--- config.mk ---
export PLATFORM = sky130hd
export DESIGN_NAME = utf8_permissive_decoder_flat
export DESIGN_NICKNAME = d
export VERILOG_FILES = /design/src/design/utf8pd_pkg.sv /design/src/design/utf8pd_in_if.sv /design/src/design/utf8pd_out_if.sv /design/src/design/utf8pd_decode.sv /design/src/design/utf8_permissive_decoder.sv /design/src/flat_wrapper.sv
export VERILOG_INCLUDE_DIRS = /design/src /design/src/design
export SDC_FILE = /design/constraint.sdc
export NUM_CORES = 1
export LEC_CHECK = 0
export BUFFER_PORTS_ARGS = -buffer_cell sky130_fd_sc_hd__clkbuf_2
export CAP_MARGIN = 40
export CORE_MARGIN = 3
export CORE_UTILIZATION = 53
export DETAILED_ROUTE_END_ITERATION = 10
export PLACE_DENSITY = 0.77
export SLEW_MARGIN = 30
export SYNTH_ARGS = -nofsm -noshare
export SYNTH_HDL_FRONTEND = slang
export SYNTH_SLANG_ARGS = --single-unit
--- constraint.sdc ---
create_clock -name clk -period 3.1 [get_ports clk]
set_clock_uncertainty 0.15 [all_clocks]
set_input_delay 0.775 -clock clk [delete_from_list [all_inputs] [get_ports clk]]
set_output_delay 0.775 -clock clk [all_outputs]
set_load 0.01 [all_outputs]
--- src/design/utf8_permissive_decoder_macros.svh ---
// Assertion macros used by the permissive UTF-8 decoder RTL.
`ifndef UTF8_PERMISSIVE_DECODER_MACROS_SVH
`define UTF8_PERMISSIVE_DECODER_MACROS_SVH

`ifndef ASSERT_OFF
// Property that must hold at every clock edge outside reset.
`define U8PD_ASSERT(label, prop) \
	label: assert property (@(posedge clk) disable iff (!arst_n) (prop)) \
		else $error("utf8 decoder assertion failed");
// Condition that must never be true outside reset.
`define U8PD_NEVER(label, cond) \
	label: assert property (@(posedge clk) disable iff (!arst_n) !(cond)) \
		else $error("utf8 decoder forbidden condition seen");
`else
`define U8PD_ASSERT(label, prop)
`define U8PD_NEVER(label, cond)
`endif

`endif

--- src/design/utf8pd_pkg.sv ---
// Package: types, constants and helper functions of the permissive UTF-8 decoder.
`timescale 1ns / 1ps
package utf8pd_pkg;

	localparam logic [20:0] QMARK = 21'h00003F;

	// Sequence length codes given by a lead byte.
	localparam logic [2:0] LEN_BAD   = 3'd0;
	localparam logic [2:0] LEN_ASCII = 3'd1;
	localparam logic [2:0] LEN_TWO   = 3'd2;
	localparam logic [2:0] LEN_THREE = 3'd3;
	localparam logic [2:0] LEN_FOUR  = 3'd4;

	typedef struct packed {
		logic [1:0] held_cnt;
		logic [2:0] seq_len;
	} seq_state_t;

	typedef struct packed {
		logic       we;
		logic [1:0] idx;
		logic [7:0] data;
	} hold_wr_t;

	typedef struct packed {
		logic [1:0]       cnt;
		logic             last;
		logic [2:0][20:0] cp;
	} res_grp_t;

	function automatic logic [2:0] lead_len(input logic [7:0] c);
		logic [2:0] len;
		if (c[7] == 1'b0) begin
			len = LEN_ASCII;
		end else if (c[7:5] == 3'b110) begin
			len = LEN_TWO;
		end else if (c[7:4] == 4'b1110) begin
			len = LEN_THREE;
		end else if (c[7:3] == 5'b11110) begin
			len = LEN_FOUR;
		end else begin
			len = LEN_BAD;
		end
		return len;
	endfunction

	function automatic logic [20:0] assemble(input logic [7:0] b0, input logic [7:0] b1,
			input logic [7:0] b2, input logic [7:0] b3, input logic [2:0] len);
		logic [20:0] v;
		case (len)
			LEN_TWO:   v = {10'd0, b0[4:0], b1[5:0]};
			LEN_THREE: v = {5'd0, b0[3:0], b1[5:0], b2[5:0]};
			LEN_FOUR:  v = {b0[2:0], b1[5:0], b2[5:0], b3[5:0]};
			default:   v = QMARK;
		endcase
		return v;
	endfunction

endpackage

--- src/design/utf8pd_in_if.sv ---
// Interface of the byte input channel.
`timescale 1ns / 1ps
interface utf8pd_in_if;
	logic       valid;
	logic       ready;
	logic [7:0] byte_in;
	logic       end_of_string;

	modport source (output valid, output byte_in, output end_of_string, input ready);
	modport sink (input valid, input byte_in, input end_of_string, output ready);
endinterface

--- src/design/utf8pd_out_if.sv ---
// Interface of the code point output channel.
`timescale 1ns / 1ps
interface utf8pd_out_if;
	logic        valid;
	logic        ready;
	logic [20:0] code_point;
	logic        last_of_string;

	modport source (output valid, output code_point, output last_of_string, input ready);
	modport sink (input valid, input code_point, input last_of_string, output ready);
endinterface

--- src/design/utf8pd_decode.sv ---
// Combinational decode of one byte against the open sequence into a group of results.
`timescale 1ns / 1ps
module utf8pd_decode (
	input  logic [7:0]              byte_in,
	input  logic                    end_of_string,
	input  utf8pd_pkg::seq_state_t  st,
	input  logic [2:0][7:0]         held,
	output utf8pd_pkg::seq_state_t  st_nxt,
	output utf8pd_pkg::hold_wr_t    hold_wr,
	output utf8pd_pkg::res_grp_t    grp
);
	import utf8pd_pkg::*;

	logic [2:0] len;
	logic [2:0] len_b1;
	logic [2:0] len_b2;
	logic [7:0] buf0, buf1, buf2, buf3;
	logic [2:0] n;

	always_comb begin
		len    = lead_len(byte_in);
		buf0   = held[0];
		buf1   = (st.held_cnt >= 2'd2) ? held[1] : byte_in;
		buf2   = (st.held_cnt == 2'd3) ? held[2] : byte_in;
		buf3   = byte_in;
		len_b1 = lead_len(buf1);
		len_b2 = lead_len(buf2);
		n      = {1'b0, st.held_cnt} + 3'd1;

		st_nxt       = st;
		hold_wr.we   = 1'b0;
		hold_wr.idx  = st.held_cnt;
		hold_wr.data = byte_in;
		grp.cnt      = 2'd0;
		grp.last     = end_of_string;
		grp.cp       = '0;

		if (st.seq_len == 3'd0 || st.held_cnt == 2'd0) begin
			st_nxt = '0;
			if (len == LEN_ASCII) begin
				grp.cnt   = 2'd1;
				grp.cp[0] = {13'd0, byte_in};
			end else if (len == LEN_BAD || end_of_string) begin
				grp.cnt   = 2'd1;
				grp.cp[0] = QMARK;
			end else begin
				hold_wr.we     = 1'b1;
				hold_wr.idx    = 2'd0;
				st_nxt.held_cnt = 2'd1;
				st_nxt.seq_len  = len;
			end
		end else if (n >= st.seq_len) begin
			grp.cnt   = 2'd1;
			grp.cp[0] = assemble(buf0, buf1, buf2, buf3, st.seq_len);
			st_nxt    = '0;
		end else if (end_of_string) begin
			// The truncated lead gives '?' and the bytes after it start afresh.
			st_nxt    = '0;
			grp.cp[0] = QMARK;
			if (len_b1 == LEN_TWO && n == 3'd3) begin
				grp.cnt   = 2'd2;
				grp.cp[1] = assemble(buf1, buf2, 8'd0, 8'd0, LEN_TWO);
			end else begin
				grp.cp[1] = (len_b1 == LEN_ASCII) ? {13'd0, buf1} : QMARK;
				grp.cp[2] = (len_b2 == LEN_ASCII) ? {13'd0, buf2} : QMARK;
				grp.cnt   = (n == 3'd3) ? 2'd3 : 2'd2;
			end
		end else begin
			hold_wr.we      = 1'b1;
			st_nxt.held_cnt = n[1:0];
		end
	end

endmodule

--- src/design/utf8_permissive_decoder.sv ---
// A code point is registered, valid in the cycle after its byte is accepted. Throughput
// while the output is ready: one byte per cycle; a string end inside an open sequence
// yields up to three code points, and the input then waits while that group drains,
// one per cycle. Reset (arst_n low, asynchronous) closes any open sequence and empties
// the output register; the held bytes are not cleared and need no clearing pass.
`timescale 1ns / 1ps
`include "utf8_permissive_decoder_macros.svh"
module utf8_permissive_decoder (
	input logic         clk,
	input logic         arst_n,
	utf8pd_in_if.sink   byte_ch,
	utf8pd_out_if.source cp_ch
);
	import utf8pd_pkg::*;

	seq_state_t       st_q;
	seq_state_t       st_nxt;
	logic [2:0][7:0]  held_q;
	hold_wr_t         hold_wr;
	res_grp_t         grp;
	logic [1:0]       cnt_q;
	logic             last_q;
	logic [2:0][20:0] cp_q;
	logic             in_acc;
	logic             out_acc;

	utf8pd_decode u_decode (
		.byte_in       (byte_ch.byte_in),
		.end_of_string (byte_ch.end_of_string),
		.st            (st_q),
		.held          (held_q),
		.st_nxt        (st_nxt),
		.hold_wr       (hold_wr),
		.grp           (grp)
	);

	// A new transaction is taken when the result register is empty or frees this cycle.
	assign byte_ch.ready     = (cnt_q == 2'd0) || (cnt_q == 2'd1 && cp_ch.ready);
	assign in_acc            = byte_ch.valid && byte_ch.ready;
	assign out_acc           = cp_ch.valid && cp_ch.ready;
	assign cp_ch.valid       = (cnt_q != 2'd0);
	assign cp_ch.code_point  = cp_q[0];
	assign cp_ch.last_of_string = last_q && (cnt_q == 2'd1);

	always_ff @(posedge clk or negedge arst_n) begin
		if (!arst_n) begin
			st_q  <= '0;
			cnt_q <= 2'd0;
		end else if (in_acc) begin
			st_q  <= st_nxt;
			cnt_q <= grp.cnt;
		end else if (out_acc) begin
			cnt_q <= cnt_q - 2'd1;
		end
	end

	always_ff @(posedge clk) begin
		if (in_acc) begin
			cp_q   <= grp.cp;
			last_q <= grp.last;
		end else if (out_acc) begin
			cp_q[0] <= cp_q[1];
			cp_q[1] <= cp_q[2];
		end
	end

	always_ff @(posedge clk) begin
		if (in_acc && hold_wr.we) begin
			held_q[hold_wr.idx] <= hold_wr.data;
		end
	end

	`U8PD_ASSERT(a_open_seq_consistent, st_q.seq_len != 3'd0 |-> st_q.held_cnt != 2'd0)
	`U8PD_ASSERT(a_held_below_len, st_q.seq_len == 3'd0 || 3'(st_q.held_cnt) < st_q.seq_len)
	`U8PD_ASSERT(a_closed_seq_empty, st_q.seq_len == 3'd0 |-> st_q.held_cnt == 2'd0)
	`U8PD_ASSERT(a_end_closes_seq, in_acc && byte_ch.end_of_string |=> st_q == '0 && cnt_q != 2'd0)
	`U8PD_NEVER(a_no_take_while_group, cnt_q > 2'd1 && byte_ch.ready)

endmodule

--- src/flat_wrapper.sv ---
// flat-port wrapper written by rule: the top's interface ports become plain ports
module utf8_permissive_decoder_flat import utf8pd_pkg::*;
  (clk, arst_n, byte_ch_valid, byte_ch_byte_in, byte_ch_end_of_string, byte_ch_ready, cp_ch_valid, cp_ch_code_point, cp_ch_last_of_string, cp_ch_ready);
  utf8pd_in_if byte_ch_i ();
  utf8pd_out_if cp_ch_i ();
  input logic clk;
  input logic arst_n;
  input wire logic [$bits(byte_ch_i.valid)-1:0] byte_ch_valid;
  input wire logic [$bits(byte_ch_i.byte_in)-1:0] byte_ch_byte_in;
  input wire logic [$bits(byte_ch_i.end_of_string)-1:0] byte_ch_end_of_string;
  output wire logic [$bits(byte_ch_i.ready)-1:0] byte_ch_ready;
  output wire logic [$bits(cp_ch_i.valid)-1:0] cp_ch_valid;
  output wire logic [$bits(cp_ch_i.code_point)-1:0] cp_ch_code_point;
  output wire logic [$bits(cp_ch_i.last_of_string)-1:0] cp_ch_last_of_string;
  input wire logic [$bits(cp_ch_i.ready)-1:0] cp_ch_ready;
  assign byte_ch_i.valid = byte_ch_valid;
  assign byte_ch_i.byte_in = byte_ch_byte_in;
  assign byte_ch_i.end_of_string = byte_ch_end_of_string;
  assign byte_ch_ready = byte_ch_i.ready;
  assign cp_ch_valid = cp_ch_i.valid;
  assign cp_ch_code_point = cp_ch_i.code_point;
  assign cp_ch_last_of_string = cp_ch_i.last_of_string;
  assign cp_ch_i.ready = cp_ch_ready;
  utf8_permissive_decoder u_core (.clk(clk), .arst_n(arst_n), .byte_ch(byte_ch_i), .cp_ch(cp_ch_i));
endmodule
==> results of run 1 <==
worst max-delay path: stages (launching register included):
cell and delay (ps):
sky130_fd_sc_hd__dfrtp_1 510, sky130_fd_sc_hd__inv_1 150, sky130_fd_sc_hd__ha_1 330, sky130_fd_sc_hd__ha_1 210
sky130_fd_sc_hd__a21o_1 150, sky130_fd_sc_hd__a31oi_1 230, sky130_fd_sc_hd__nand3b_1 230, sky130_fd_sc_hd__or3_1 370
sky130_fd_sc_hd__a21oi_1 150, sky130_fd_sc_hd__buf_4 160
Yosys cell counts (2+ instances only):
cell	number	area, µm²
sky130_fd_sc_hd__or2_2	2	12.5
sky130_fd_sc_hd__a22oi_1	6	45.0
sky130_fd_sc_hd__a22o_1	6	52.6
sky130_fd_sc_hd__nand3_1	2	10.0
sky130_fd_sc_hd__nand2b_1	2	12.5
sky130_fd_sc_hd__dfrtp_1	7	175
sky130_fd_sc_hd__clkbuf_1	9	33.8
sky130_fd_sc_hd__a21o_1	2	15.0
sky130_fd_sc_hd__edfxtp_1	62	1860
sky130_fd_sc_hd__ha_1	9	113
sky130_fd_sc_hd__nor4_1	2	12.5
sky130_fd_sc_hd__nand3b_1	2	15.0
sky130_fd_sc_hd__nor4b_1	2	17.5
sky130_fd_sc_hd__a31oi_1	12	75.1
sky130_fd_sc_hd__buf_2	2	10.0
sky130_fd_sc_hd__mux2_2	3	33.8
sky130_fd_sc_hd__o21ai_0	30	150
sky130_fd_sc_hd__a21oi_1	15	75.1
sky130_fd_sc_hd__a221oi_1	2	17.5
sky130_fd_sc_hd__inv_1	14	52.6
sky130_fd_sc_hd__o22a_1	4	35.0
sky130_fd_sc_hd__a2bb2oi_1	5	43.8
sky130_fd_sc_hd__nand2_1	17	63.8
sky130_fd_sc_hd__buf_4	22	165
sky130_fd_sc_hd__nor2_1	39	146
sky130_fd_sc_hd__nor3_1	7	35.0
sky130_fd_sc_hd__nor3b_1	2	15.0
sky130_fd_sc_hd__mux2i_1	15	150
per-layer routing:
layer | GRT usage | up-vias | wire, µm | share of wire
li1 | - | 1224 | - | -
met1 | 0.308 | 1237 | 3490 | 0.44
met2 | 0.333 | 146 | 3690 | 0.46
met3 | 0.0503 | 21 | 656 | 0.082
met4 | 0.103 | 0 | 172 | 0.021
met5 | 0 | - | 0 | 0
layout by cell type, fill, tap and decap left out, types with 2 or more instances in the layout:
master / Yosys / routed
sky130_fd_sc_hd__o22a_1: 4 / 4
sky130_fd_sc_hd__inv_1: 14 / 14
sky130_fd_sc_hd__a31oi_1: 12 / 12
sky130_fd_sc_hd__o21ai_0: 30 / 30
sky130_fd_sc_hd__dfrtp_1: 7 / 7
sky130_fd_sc_hd__nor3b_1: 2 / 2
sky130_fd_sc_hd__a22oi_1: 6 / 6
sky130_fd_sc_hd__inv_6: 0 / 2
sky130_fd_sc_hd__buf_4: 22 / 13
sky130_fd_sc_hd__nor4_1: 2 / 2
sky130_fd_sc_hd__edfxtp_1: 62 / 62
sky130_fd_sc_hd__nand2_1: 17 / 16
sky130_fd_sc_hd__nand2_2: 1 / 2
sky130_fd_sc_hd__nand3_1: 2 / 2
sky130_fd_sc_hd__a21o_1: 2 / 2
sky130_fd_sc_hd__nor4b_1: 2 / 2
sky130_fd_sc_hd__bufinv_16: 0 / 2
sky130_fd_sc_hd__nor2_1: 39 / 39
sky130_fd_sc_hd__mux2_2: 3 / 3
sky130_fd_sc_hd__nor3_1: 7 / 7
sky130_fd_sc_hd__mux2i_1: 15 / 15
sky130_fd_sc_hd__a22o_1: 6 / 6
sky130_fd_sc_hd__nand3b_1: 2 / 2
sky130_fd_sc_hd__or2_2: 2 / 2
sky130_fd_sc_hd__clkinv_4: 0 / 2
sky130_fd_sc_hd__a21oi_1: 15 / 15
sky130_fd_sc_hd__ha_1: 9 / 9
sky130_fd_sc_hd__a221oi_1: 2 / 2
sky130_fd_sc_hd__clkbuf_8: 0 / 9
sky130_fd_sc_hd__a2bb2oi_1: 5 / 5
sky130_fd_sc_hd__clkbuf_2: 0 / 36
sky130_fd_sc_hd__nand2b_1: 2 / 2
how the worst max path moves through the flow:
stage,startpoint,end,cells past startpoint
floorplan,u_core.st_q[4],u_core.held_q[10],7
detailed placement,byte_ch_byte_in[5],u_core.cp_q[44],6
CTS,u_core.st_q[4],u_core.held_q[1],9
global placement,byte_ch_byte_in[5],u_core.cp_q[44],6
finish,u_core.st_q[4],u_core.held_q[1],9
global route,u_core.st_q[4],u_core.held_q[1],9
kinds of logic (layout without fill, tap and decap cells):
family	Yosys count	in the layout	share of synthesized area
adders and majority gates	9	9	0.0313
and+or+nand+nor	88	88	0.121
muxes	19	19	0.0573
DFF	69	69	0.566
AOI/OAI and AO/OA	86	86	0.151
buffers and inverters	47	79	0.0726
other	1	1	0.00104
area by class of cell:
cell class,count,area (µm²)
Fill cell,520,2460
Sequential cell,69,2040
Multi-Input combinational cell,203,1300
Timing Repair Buffer,49,278
Clock buffer,9,124
Clock inverter,7,106
Tap cell,77,96.3
Inverter,14,52.6
power breakdown:
part	internal (mW)	leakage, nW	switching (mW)
Clock	0.467	0.116	0.378
Combinational	0.316	0.752	0.510
Sequential	1.26	0.688	0.0678
flip-flops by register name (all words and copies together), names as in the netlist:
signal and cells:
u_core.cp_ch.code_point 21, u_core.cp_q 19, u_core.last_q 1, u_core.cnt_q 2, u_core.held_q 21, u_core.st_q 5
per-stage QoR:
step	std cells	setup WS (ps)
after floorplan	319	0.520
after global placement	412	256
after detailed placement	412	241
after CTS	428	257
after global routing	428	64.7
final	428	182
==> flow_summary.rst, run 1 <==
.. list-table::
   :header-rows: 1

   * - Metric
     - Value
   * - Die ar.
     - 7820 µm²
   * - Skew-Pair Late Insertion Delay
     - between 300 and 400 ps
   * - Maximum clock insertion buffer count
     - 2
   * - Critical Path AT
     - 2840 ps
   * - Kind of start point of the critical path
     - register
   * - Type of the setup path with the least slack
     - register to register
   * - Total via count in the routed design
     - about 2600
   * - Clock tree from TritonCTS
     - built
   * - Inserted Clock Buffers
     - 9
   * - Syn nets
     - 341
   * - Root buffer cell
     - sky130_fd_sc_hd__clkbuf_8
   * - CTS sink cnt
     - 69
   * - Post-route cell area
     - around 4000 µm²
   * - Share of synthesized flip-flops with an asynchronous set or reset
     - 0.101
   * - Grt ovf
     - 0
   * - Buffers added on ports
     - 36
   * - Number of diodes
     - 0
   * - Number of antenna-violating nets in the routed design
     - 0
   * - Mean post-synth cell area
     - around 11 µm²
   * - Layout cells sized above 1
     - 0.217
   * - Final Hold Viols
     - 0
   * - PostCTS Resize Cnt
     - 0
   * - Vias per cell
     - 6.14
   * - Worst Tran Pin Value
     - between 600 and 700 ps
   * - Maximum number of pins on one net before global-route repair
     - 24
   * - Post-detailed-route wirelength per cell
     - 18.7 µm
   * - Flip-flop cell with the highest count after synthesis
     - sky130_fd_sc_hd__edfxtp_1
   * - Leakage dissipation
     - about 1.6 nW
   * - Row cnt
     - 29
   * - Number of setup buffers added after CTS
     - 0
   * - Number of antenna violations at the first check in global routing
     - 0
   * - Detail Placement HPWL
     - approximately 5600 µm
   * - Global-route wire length before repair
     - 12700 µm
   * - Netlist Area Pre-Place
     - between 3000 and 4000 µm²
   * - Max-Cap Viols
     - 0
   * - Count of mapped cells out of synthesis
     - 319
   * - Count of unresolved DRC violations after routing
     - 0
   * - CP Max Fanout
     - 8
   * - Vertical extent of the die
     - between 80 and 90 µm
   * - Worst reg-to-reg path cell count
     - 9
   * - Aggregate global-route resource usage
     - 0.222
   * - Number of violations reported at the end of detailed-routing iteration 0
     - 286
   * - X dimension of the die
     - 88.4 µm
   * - Total Nets Final
     - 368
   * - Layout area overhead
     - 11.1%
   * - Worst Hold Class
     - input pin to async pin
   * - Total chip power
     - around 3.0 mW
   * - Placement Cell Area
     - about 3800 µm²
   * - Register clock-pin slew on the reported worst setup and hold paths
     - about 80 ps
   * - Worst IR drop on VDD
     - 0.351 mV
   * - Setup-failing EPs final
     - 0
   * - Power per unit of standard cell area
     - 749 nW/µm²
   * - Routability Congestion
     - 0.975
   * - Start of the worst register-to-register path
     - u_core.st_q[4]
   * - Minimum period implied by the final worst setup slack
     - 2920 ps
   * - Netlist cell types
     - 45
   * - Max-slew headroom at the worst pin
     - 0.573
   * - Area of the placeable core
     - between 6000 and 7000 µm²
   * - Data required time at the worst endpoint
     - approximately 3000 ps
   * - Sequential-to-total area share from yosys stat
     - 0.566
   * - Post-Route Utilization
     - 0.619
   * - EDFF count, synth
     - 62
   * - Initial standard-cell utilization of the core
     - 0.557
   * - Setup repair after global routing missed its margin
     - false
   * - Number of buffers inserted for hold repair after clock tree synthesis
     - 0
   * - Terminus of the critical flop-to-flop path
     - u_core.held_q[1]
   * - Number of placed I/O pins
     - 37
   * - Number of global-route vias before repair
     - 2443
   * - Yosys warnings
     - 0
   * - Overall routed net length
     - between 8000 and 9000 µm
   * - Crit share post-route
     - 0.941
   * - Worst hold slack
     - 92.7 ps
   * - Register bit total from synthesis
     - 69
   * - Setup TNS Final
     - 0 ps
   * - First-pass iteration count of the detailed router
     - 5
   * - Outcome
     - finished clean
   * - Pins over their slew limit
     - 0
   * - Fmax achieved
     - 343 MHz
   * - Worst Setup End Kind
     - register
   * - Worst R2R Setup Slack
     - 180 ps
   * - Clock H-tree levels
     - 3
Note: power is estimated with default switching activity, not from simulation.
==> inputs of run 2 (changes only) <==
Settings changed: ABC_AREA set to 1, CORE_UTILIZATION 53 to 54, PLACE_DENSITY 0.77 to 0.78.
==> run 2 against run 1 <==
Against the previous run: final cell count grew 29%; core utilization decreased by 0.89 points; non-clock buffer count decreased by 4; die area up 4.3%.
==> flow_summary.rst, run 2 <==
.. list-table::
   :header-rows: 1

   * - Metric
     - Value
   * - Final Hold Viols
     - 0 (unchanged)
   * - Layout area overhead
     - 8.57%
   * - Yosys warnings
     - 0 (unchanged)
   * - Most common cell in the synthesized netlist
     - sky130_fd_sc_hd__nand2_1
   * - Commonest non-fill, non-tap cells in the layout
     - 94 x sky130_fd_sc_hd__nand2_1, 62 x sky130_fd_sc_hd__edfxtp_1, 49 x sky130_fd_sc_hd__nor2_1
   * - Most common cell after layout, fill and taps aside
     - sky130_fd_sc_hd__nand2_1
   * - Highest cell delay on the worst timing path
     - 510 ps (about the same)
   * - Cell type with the highest aggregate area in the netlist
     - sky130_fd_sc_hd__edfxtp_1
   * - PostCTS Resize Cnt
     - 0 (unchanged)
   * - Vias per cell
     - 5.29 (-14%)
   * - Crit share post-route
     - 0.889 (-0.0520)
   * - Routed length on met1
     - 3730 µm (+6.9%)
   * - Number of violations reported at the end of detailed-routing iteration 0
     - 258 (-9.8%)
   * - Critical Path AT
     - 2730 ps (-110 ps)
   * - Row cnt
     - 30 (+3.4%)
   * - Register bit total from synthesis
     - 69 (unchanged)
   * - Maximum clock insertion buffer count
     - 2 (unchanged)
   * - Standard cell with the maximum stage delay on the critical path
     - sky130_fd_sc_hd__dfrtp_1
   * - Aggregate global-route resource usage
     - 0.216 (-0.00627)
   * - Worst hold slack
     - 90.7 ps (-2.04 ps)
   * - Start of the worst register-to-register path
     - u_core.st_q[4]
   * - Setup TNS Final
     - 0 ps (unchanged)
   * - Count of fill cells added during filler insertion
     - 613 (+18%)
   * - CP Max Fanout
     - 12 (+4)
   * - Setup-failing EPs final
     - 0 (unchanged)
   * - Count of mapped cells out of synthesis
     - 426 (+34%)
   * - Grt ovf
     - 0 (unchanged)
   * - Number of placed I/O pins
     - 37 (unchanged)
   * - Fmax achieved
     - 363 MHz (+5.8%)
   * - Share of synthesized flip-flops with an asynchronous set or reset
     - 0.101 (unchanged)
   * - Worst path cell trace
     - ha_1 > ha_1 > a21oi_1 > nand3_1 > nand2_1 > inv_2 > o21ai_1 > nand3_1 > nand2_1 > inv_1
   * - Ranking of synthesized cells by area
     - sky130_fd_sc_hd__edfxtp_1 49%, sky130_fd_sc_hd__nand2_1 9.2%, sky130_fd_sc_hd__nor2_1 4.8%
   * - Max-slew headroom at the worst pin
     - 0.611 (+0.0374)
   * - Number of antenna-violating nets in the routed design
     - 0 (unchanged)
   * - Terminus of the critical flop-to-flop path
     - u_core.cp_ch.code_point[1]
   * - Top layer in use
     - met4
   * - Flip-flop cell with the highest count after synthesis
     - sky130_fd_sc_hd__edfxtp_1
   * - Sequential-to-total area share from yosys stat
     - 0.531 (-0.0352)
   * - Routability Congestion
     - 0.927 (-4.9%)
   * - Minimum period implied by the final worst setup slack
     - 2760 ps (-161 ps)
   * - Wire length on met3
     - 559 µm (-15%)
   * - Buffers & Inverters on Critical Path
     - 2 (unchanged)
   * - Clock tree from TritonCTS
     - built
   * - Outcome
     - finished clean
   * - Max-Cap Viols
     - 0 (unchanged)
   * - CTS sink cnt
     - 69 (unchanged)
   * - Worst Hold Class
     - input pin to async pin
   * - Clock H-tree levels
     - 3 (unchanged)
   * - Overall routed net length
     - 8340 µm (+4.1%)
   * - First-pass iteration count of the detailed router
     - 5 (unchanged)
   * - Met2 routed wirelength
     - 3910 µm (+5.9%)
   * - Total via count in the routed design
     - 2923 (+11%)
   * - Power per unit of standard cell area
     - 671 nW/µm² (-10%)
   * - Worst setup timing slack at the placement stage
     - 398 ps (+158 ps)
   * - Detail Placement HPWL
     - 6120 µm (+8.9%)
   * - Buffers added on ports
     - 36 (unchanged)
   * - Total Nets Final
     - 475 (+29%)
   * - Mean post-synth cell area
     - 9.01 µm² (-20%)
   * - X dimension of the die
     - 90.3 µm (+2.1%)
   * - Family of cells with the greatest summed delay on the critical path
     - adder cells
   * - Worst IR drop on VDD
     - 0.271 mV (-23%)
   * - Pins over their slew limit
     - 0 (unchanged)
   * - Initial standard-cell utilization of the core
     - 0.562 (+0.00456)
   * - Kind of start point of the critical path
     - register
   * - Number of buffers inserted for hold repair after clock tree synthesis
     - 0 (unchanged)
   * - Register clock-pin slew on the reported worst setup and hold paths
     - 80 ps (about the same)
   * - Layout cells sized above 1
     - 0.206 (-0.0108)
   * - Area of the placeable core
     - 6830 µm² (+5.8%)
   * - Setup repair after global routing missed its margin
     - false
   * - Worst Tran Pin Value
     - 578 ps (-44.5 ps)
   * - Maximum number of pins on one net before global-route repair
     - 35 (+46%)
   * - Number of diodes
     - 0 (unchanged)
   * - EDFF count, synth
     - 62 (unchanged)
   * - Vertical extent of the die
     - 90.3 µm (+2.1%)
   * - Critical Path Sink
     - u_core.cp_ch.code_point[1]
   * - Post-detailed-route wirelength per cell
     - 15.1 µm (-19%)
   * - Die ar.
     - 8160 µm² (+4.3%)
   * - Worst reg-to-reg path cell count
     - 10 (+1)
   * - Worst Setup End Kind
     - register
   * - Root buffer cell
     - sky130_fd_sc_hd__clkbuf_8
   * - Number of antenna violations at the first check in global routing
     - 0 (unchanged)
   * - Netlist Area Pre-Place
     - 3840 µm² (+6.6%)
   * - Top-area cell type share of the netlist area
     - 0.485 (-0.0322)
   * - Number of global-route vias before repair
     - 2719 (+11%)
   * - Skew-Pair Late Insertion Delay
     - 360 ps (about the same)
   * - Inserted Clock Buffers
     - 9 (unchanged)
   * - Number of setup buffers added after CTS
     - 0 (unchanged)
   * - Final setup margin
     - 343 ps (+161 ps)
   * - Data required time at the worst endpoint
     - 3080 ps (+60 ps)
   * - CP Launch Point
     - u_core.st_q[4]
   * - Commonest cells post-synth
     - 94 x sky130_fd_sc_hd__nand2_1, 62 x sky130_fd_sc_hd__edfxtp_1, 49 x sky130_fd_sc_hd__nor2_1, 44 x sky130_fd_sc_hd__inv_1, 34 x sky130_fd_sc_hd__nand3_1
   * - Netlist cell types
     - 33 (-27%)
   * - Count of unresolved DRC violations after routing
     - 0 (unchanged)
   * - Worst R2R Setup Slack
     - 340 ps (+160 ps)
   * - Type of the setup path with the least slack
     - register to register
   * - Syn nets
     - 448 (+31%)
   * - Global-route wire length before repair
     - 13600 µm (+6.6%)
   * - Leakage dissipation
     - 1.80 nW (+16%)
   * - Count of cell instances traversed by the critical path
     - 10 (+1)
[run 2: worst register-to-register path: stages, from the launching register on]
cell and delay [ps]:
sky130_fd_sc_hd__dfrtp_1 510, sky130_fd_sc_hd__ha_1 450, sky130_fd_sc_hd__ha_1 330, sky130_fd_sc_hd__a21oi_1 200
sky130_fd_sc_hd__nand3_1 210, sky130_fd_sc_hd__nand2_1 240, sky130_fd_sc_hd__inv_2 120, sky130_fd_sc_hd__o21ai_1 90
sky130_fd_sc_hd__nand3_1 110, sky130_fd_sc_hd__nand2_1 80, sky130_fd_sc_hd__inv_1 40
[run 2: cells by family after synthesis]
family	after synthesis	share of synthesized area
compound gates	56	0.0838
buf+inv	79	0.102
mux	1	0.00261
fa+ha+maj	9	0.0293
flops	69	0.531
simple gates	211	0.251
other cells	1	0.000977
[run 2: per-stage QoR]
| stage | cell area [µm²] | utilization | instances | total power [mW] |
|---|---|---|---|---|
| floorplan | 3840 | - | 426 | 2.02 |
| global placement | 4000 | 0.586 | 538 | 2.16 |
| detailed placement | 4000 | 0.586 | 538 | 2.18 |
| CTS | 4170 | 0.610 | 553 | 2.80 |
| global route | 4170 | 0.610 | 553 | 2.95 |
| finish | 4170 | 0.610 | 553 | 2.80 |
[run 2: layer usage]
layer  global-route usage  up-vias
li1                     -     1457
met4               0.0842        0
met5                    0        -
met3               0.0475       15
met2                0.339      100
met1                0.293     1351
[run 2: worst min path at each step]
stage                       to  slack, ps  depth (start not counted)
2_1_floorplan  u_core.cnt_q[0]        330                          0
3_3_place_gp   u_core.cp_q[22]        350                          2
3_5_place_dp   u_core.cp_q[23]        350                          2
4_1_cts        u_core.cnt_q[1]        100                          1
5_1_grt        u_core.cnt_q[0]         90                          1
6_report       u_core.cnt_q[1]         90                          1
[run 2: layout make-up]
type | count | area (µm²) | share of cell area
Clock buffer | 9 | 124 | 0.0297
Clock inverter | 6 | 41.3 | 0.00991
Inverter | 50 | 188 | 0.0450
Multi-Input combinational cell | 278 | 1410 | 0.338
Sequential cell | 69 | 2040 | 0.489
Tap cell | 96 | 120 | 0.0288
Timing Repair Buffer | 45 | 248 | 0.0594
[run 2: report_power, final]
part	switching (mW)	internal (mW)	total (mW)
registers	0.0656	1.29	1.36
clock network	0.355	0.283	0.639
logic	0.529	0.271	0.800
total	0.950	1.85	2.80
==> inputs of run 3 (changes only) <==
Settings changed: CORE_UTILIZATION 54 to 56, PLACE_DENSITY 0.78 to 0.79, SYNTH_HIERARCHICAL set to 1.
==> run 3 against run 2 <==
Against the previous run: clock-buffer cell count unchanged; via count grew 31%; synthesized cell count is 46% higher; combinational power increased by 50%; sequential cell count increased by 23; design area grew 33%; sequential power up 44%; global-route usage about the same; non-clock buffer count rose by 9; routed wire length is 27% higher; core utilization up 1.0 points.
==> flow_summary.rst, run 3 <==
.. list-table::
   :header-rows: 1

   * - Metric
     - Value
   * - Outcome
     - finished clean
   * - Maximum clock insertion buffer count
     - 2 (unchanged)
   * - Commonest non-fill, non-tap cells in the layout
     - 250 x sky130_fd_sc_hd__nand2_1, 85 x sky130_fd_sc_hd__edfxtp_1, 61 x sky130_fd_sc_hd__nor2_1
   * - Aggregate global-route resource usage
     - 0.216 (about the same)
   * - Sw power
     - 1.33 mW (+40%)
   * - Area of the placeable core
     - 8930 µm² (+31%)
   * - Netlist Area Pre-Place
     - 5270 µm² (+37%)
   * - Number of buffers inserted for hold repair after clock tree synthesis
     - 0 (unchanged)
   * - Clock H-tree levels
     - 3 (unchanged)
   * - Worst Hold Class
     - input pin to async pin
   * - Crit share post-route
     - 0.927 (+0.0376)
   * - Leakage dissipation
     - 2.59 nW (+44%)
   * - Most common cell after layout, fill and taps aside
     - sky130_fd_sc_hd__nand2_1
   * - Critical Path AT
     - 2760 ps (+30 ps)
   * - Proportion of total power due to net switching
     - 0.329 (-0.0103)
   * - Count of fill cells added during filler insertion
     - 795 (+30%)
   * - Worst hold slack
     - 96.4 ps (+5.69 ps)
   * - Final Hold Viols
     - 0 (unchanged)
   * - Skew-Pair Late Insertion Delay
     - 360 ps (about the same)
   * - Non-Filler Instances
     - 752 (+36%)
   * - Number of violations reported at the end of detailed-routing iteration 0
     - 271 (+5.0%)
   * - Combined area of the multi-input logic cells
     - 1910 µm² (+35%)
   * - Setup-failing EPs final
     - 0 (unchanged)
   * - Number of antenna-violating nets in the routed design
     - 0 (unchanged)
   * - Setup repair after global routing missed its margin
     - true
   * - Routability Congestion
     - 0.923 (-0.41%)
   * - Kind of start point of the critical path
     - register
   * - Die ar.
     - 10600 µm² (+30%)
   * - CTS sink cnt
     - 92 (+33%)
   * - Power per unit of standard cell area
     - 731 nW/µm² (+8.9%)
   * - Flip-flop count of the largest register after layout
     - 42
   * - Global-route wire length before repair
     - 17500 µm (+29%)
   * - Worst IR drop on VDD
     - 0.352 mV (+30%)
   * - Number of diodes
     - 0 (unchanged)
   * - Clock group share of total power
     - 0.219 (-0.009)
   * - Combinational power share
     - 0.297 (+0.011)
   * - Grt ovf
     - 0 (unchanged)
   * - Total instance count after detailed placement
     - 737 (+37%)
   * - CP Max Fanout
     - 5 (-7)
   * - Total via count in the routed design
     - 3823 (+31%)
   * - Type of the setup path with the least slack
     - register to register
   * - Worst Setup End Kind
     - register
   * - Layout cells sized above 1
     - 0.152 (-0.0535)
   * - Fmax achieved
     - 348 MHz (-4.1%)
   * - Root buffer cell
     - sky130_fd_sc_hd__clkbuf_8
   * - Worst Tran Pin Value
     - 601 ps (+23.2 ps)
   * - Detail Placement HPWL
     - 7850 µm (+28%)
   * - Number of antenna violations at the first check in global routing
     - 0 (unchanged)
   * - Register containing the most flip-flops in the final layout
     - u_core/cp_q
   * - Number of global-route vias before repair
     - 3582 (+32%)
   * - Internal Pwr Total
     - 2.72 mW (+47%)
   * - Row cnt
     - 34 (+13%)
   * - Data required time at the worst endpoint
     - 2990 ps (-90 ps)
   * - Max-slew headroom at the worst pin
     - 0.595 (-0.0156)
   * - Overall routed net length
     - 10600 µm (+27%)
   * - Pins over their slew limit
     - 0 (unchanged)
   * - Minimum period implied by the final worst setup slack
     - 2870 ps (+116 ps)
   * - Max-Cap Viols
     - 0 (unchanged)
   * - Register clock-pin slew on the reported worst setup and hold paths
     - 90 ps (about the same)
   * - Initial standard-cell utilization of the core
     - 0.590 (+0.0279)
   * - X dimension of the die
     - 103 µm (+14%)
   * - First-pass iteration count of the detailed router
     - 5 (unchanged)
   * - Number of placed I/O pins
     - 37 (unchanged)
   * - Total Nets Final
     - 662 (+39%)
   * - Buffers added on ports
     - 36 (unchanged)
   * - Post-detailed-route wirelength per cell
     - 14.1 µm (-6.3%)
   * - Mean post-synth cell area
     - 8.48 µm² (-5.8%)
   * - Count of mapped cells out of synthesis
     - 621 (+46%)
   * - Inserted Clock Buffers
     - 9 (unchanged)
   * - Count of unresolved DRC violations after routing
     - 0 (unchanged)
   * - Maximum number of pins on one net before global-route repair
     - 43 (+23%)
   * - Yosys warnings
     - 6 (+6)
   * - Register area
     - 2730 µm² (+34%)
   * - Clock tree from TritonCTS
     - built
   * - Layout area overhead
     - 5.18%
   * - Vias per cell
     - 5.08 (-3.8%)
   * - Power share of the sequential group
     - 0.484 (-0.002)
   * - Vertical extent of the die
     - 103 µm (+14%)
[run 3: power groups by stage]
stage / combinational [mW] / clock (mW) / sequential (mW)
after CTS: 1.21 / 0.907 / 1.96
after floorplan: 1.05 / 0 / 1.97
after global placement: 1.18 / 0 / 1.97
after global routing: 1.38 / 0.963 / 2.00
after detailed placement: 1.21 / 0 / 1.99
final: 1.20 / 0.886 / 1.96
[run 3: layout make-up]
cell class | instances | share of cell area
clock buffers | 9 | 0.0224
clock inverters | 6 | 0.0174
inverters | 55 | 0.0373
multi-input cells | 428 | 0.345
flip-flops and latches | 92 | 0.492
well taps | 108 | 0.0244
repair buffers | 54 | 0.0614
[run 3: worst paths after layout]
path                                       from               end  slack, ps  cells past startpoint
worst max register to register   u_core/st_q[3]  u_core/held_q[4]        230                     14
worst min-delay path                     arst_n    u_core/st_q[2]        100                      1
max in group asynchronous                arst_n    u_core/st_q[4]       2510                      1
worst max-delay path             u_core/st_q[3]  u_core/held_q[4]        230                     14
worst min register to register  u_core/cnt_q[1]   u_core/cnt_q[1]        360                      2
min in group clk                u_core/cnt_q[1]   u_core/cnt_q[1]        360                      2
[run 3: per-layer routing]
metal	vias up	share of wire	global-route usage
li1	1933	-	-
met1	1741	0.46	0.311
met2	140	0.46	0.334
met3	9	0.071	0.0413
met4	0	0.012	0.0598
met5	-	0	0
[run 3: stage by stage]
step            util  total power [mW]  instance area, µm²  setup TNS (ps)  setup slack [ps]
2_1_floorplan      -              3.01                5360               0               146
3_3_place_gp   0.595              3.16                5320               0               265
3_5_place_dp   0.595              3.20                5320               0              88.3
4_1_cts        0.620              4.09                5540               0              66.5
5_1_grt        0.620              4.34                5540           -37.1             -15.8
6_report       0.620              4.05                5540               0               227
[run 3: critical path, cell delays in order, from the launching register on]
cell,delay [ps]
sky130_fd_sc_hd__dfrtp_1,450
sky130_fd_sc_hd__inv_1,130
sky130_fd_sc_hd__ha_1,340
sky130_fd_sc_hd__ha_1,300
sky130_fd_sc_hd__nand2_1,70
sky130_fd_sc_hd__nor2_1,40
sky130_fd_sc_hd__nor2_1,140
sky130_fd_sc_hd__nand2_1,140
sky130_fd_sc_hd__nor3_2,160
sky130_fd_sc_hd__inv_1,80
sky130_fd_sc_hd__nand2_1,60
sky130_fd_sc_hd__inv_1,40
sky130_fd_sc_hd__nor2_2,120
sky130_fd_sc_hd__nand2_1,100
sky130_fd_sc_hd__nor2_2,240
[run 3: timing repair]
| action | in CTS | in global routing |
|---|---|---|
| setup endpoints to repair | 0 | 21 |
| hold endpoints to repair | 0 | 0 |
| buffers inserted | 0 | 0 |
| gates resized for setup | 0 | 2 |
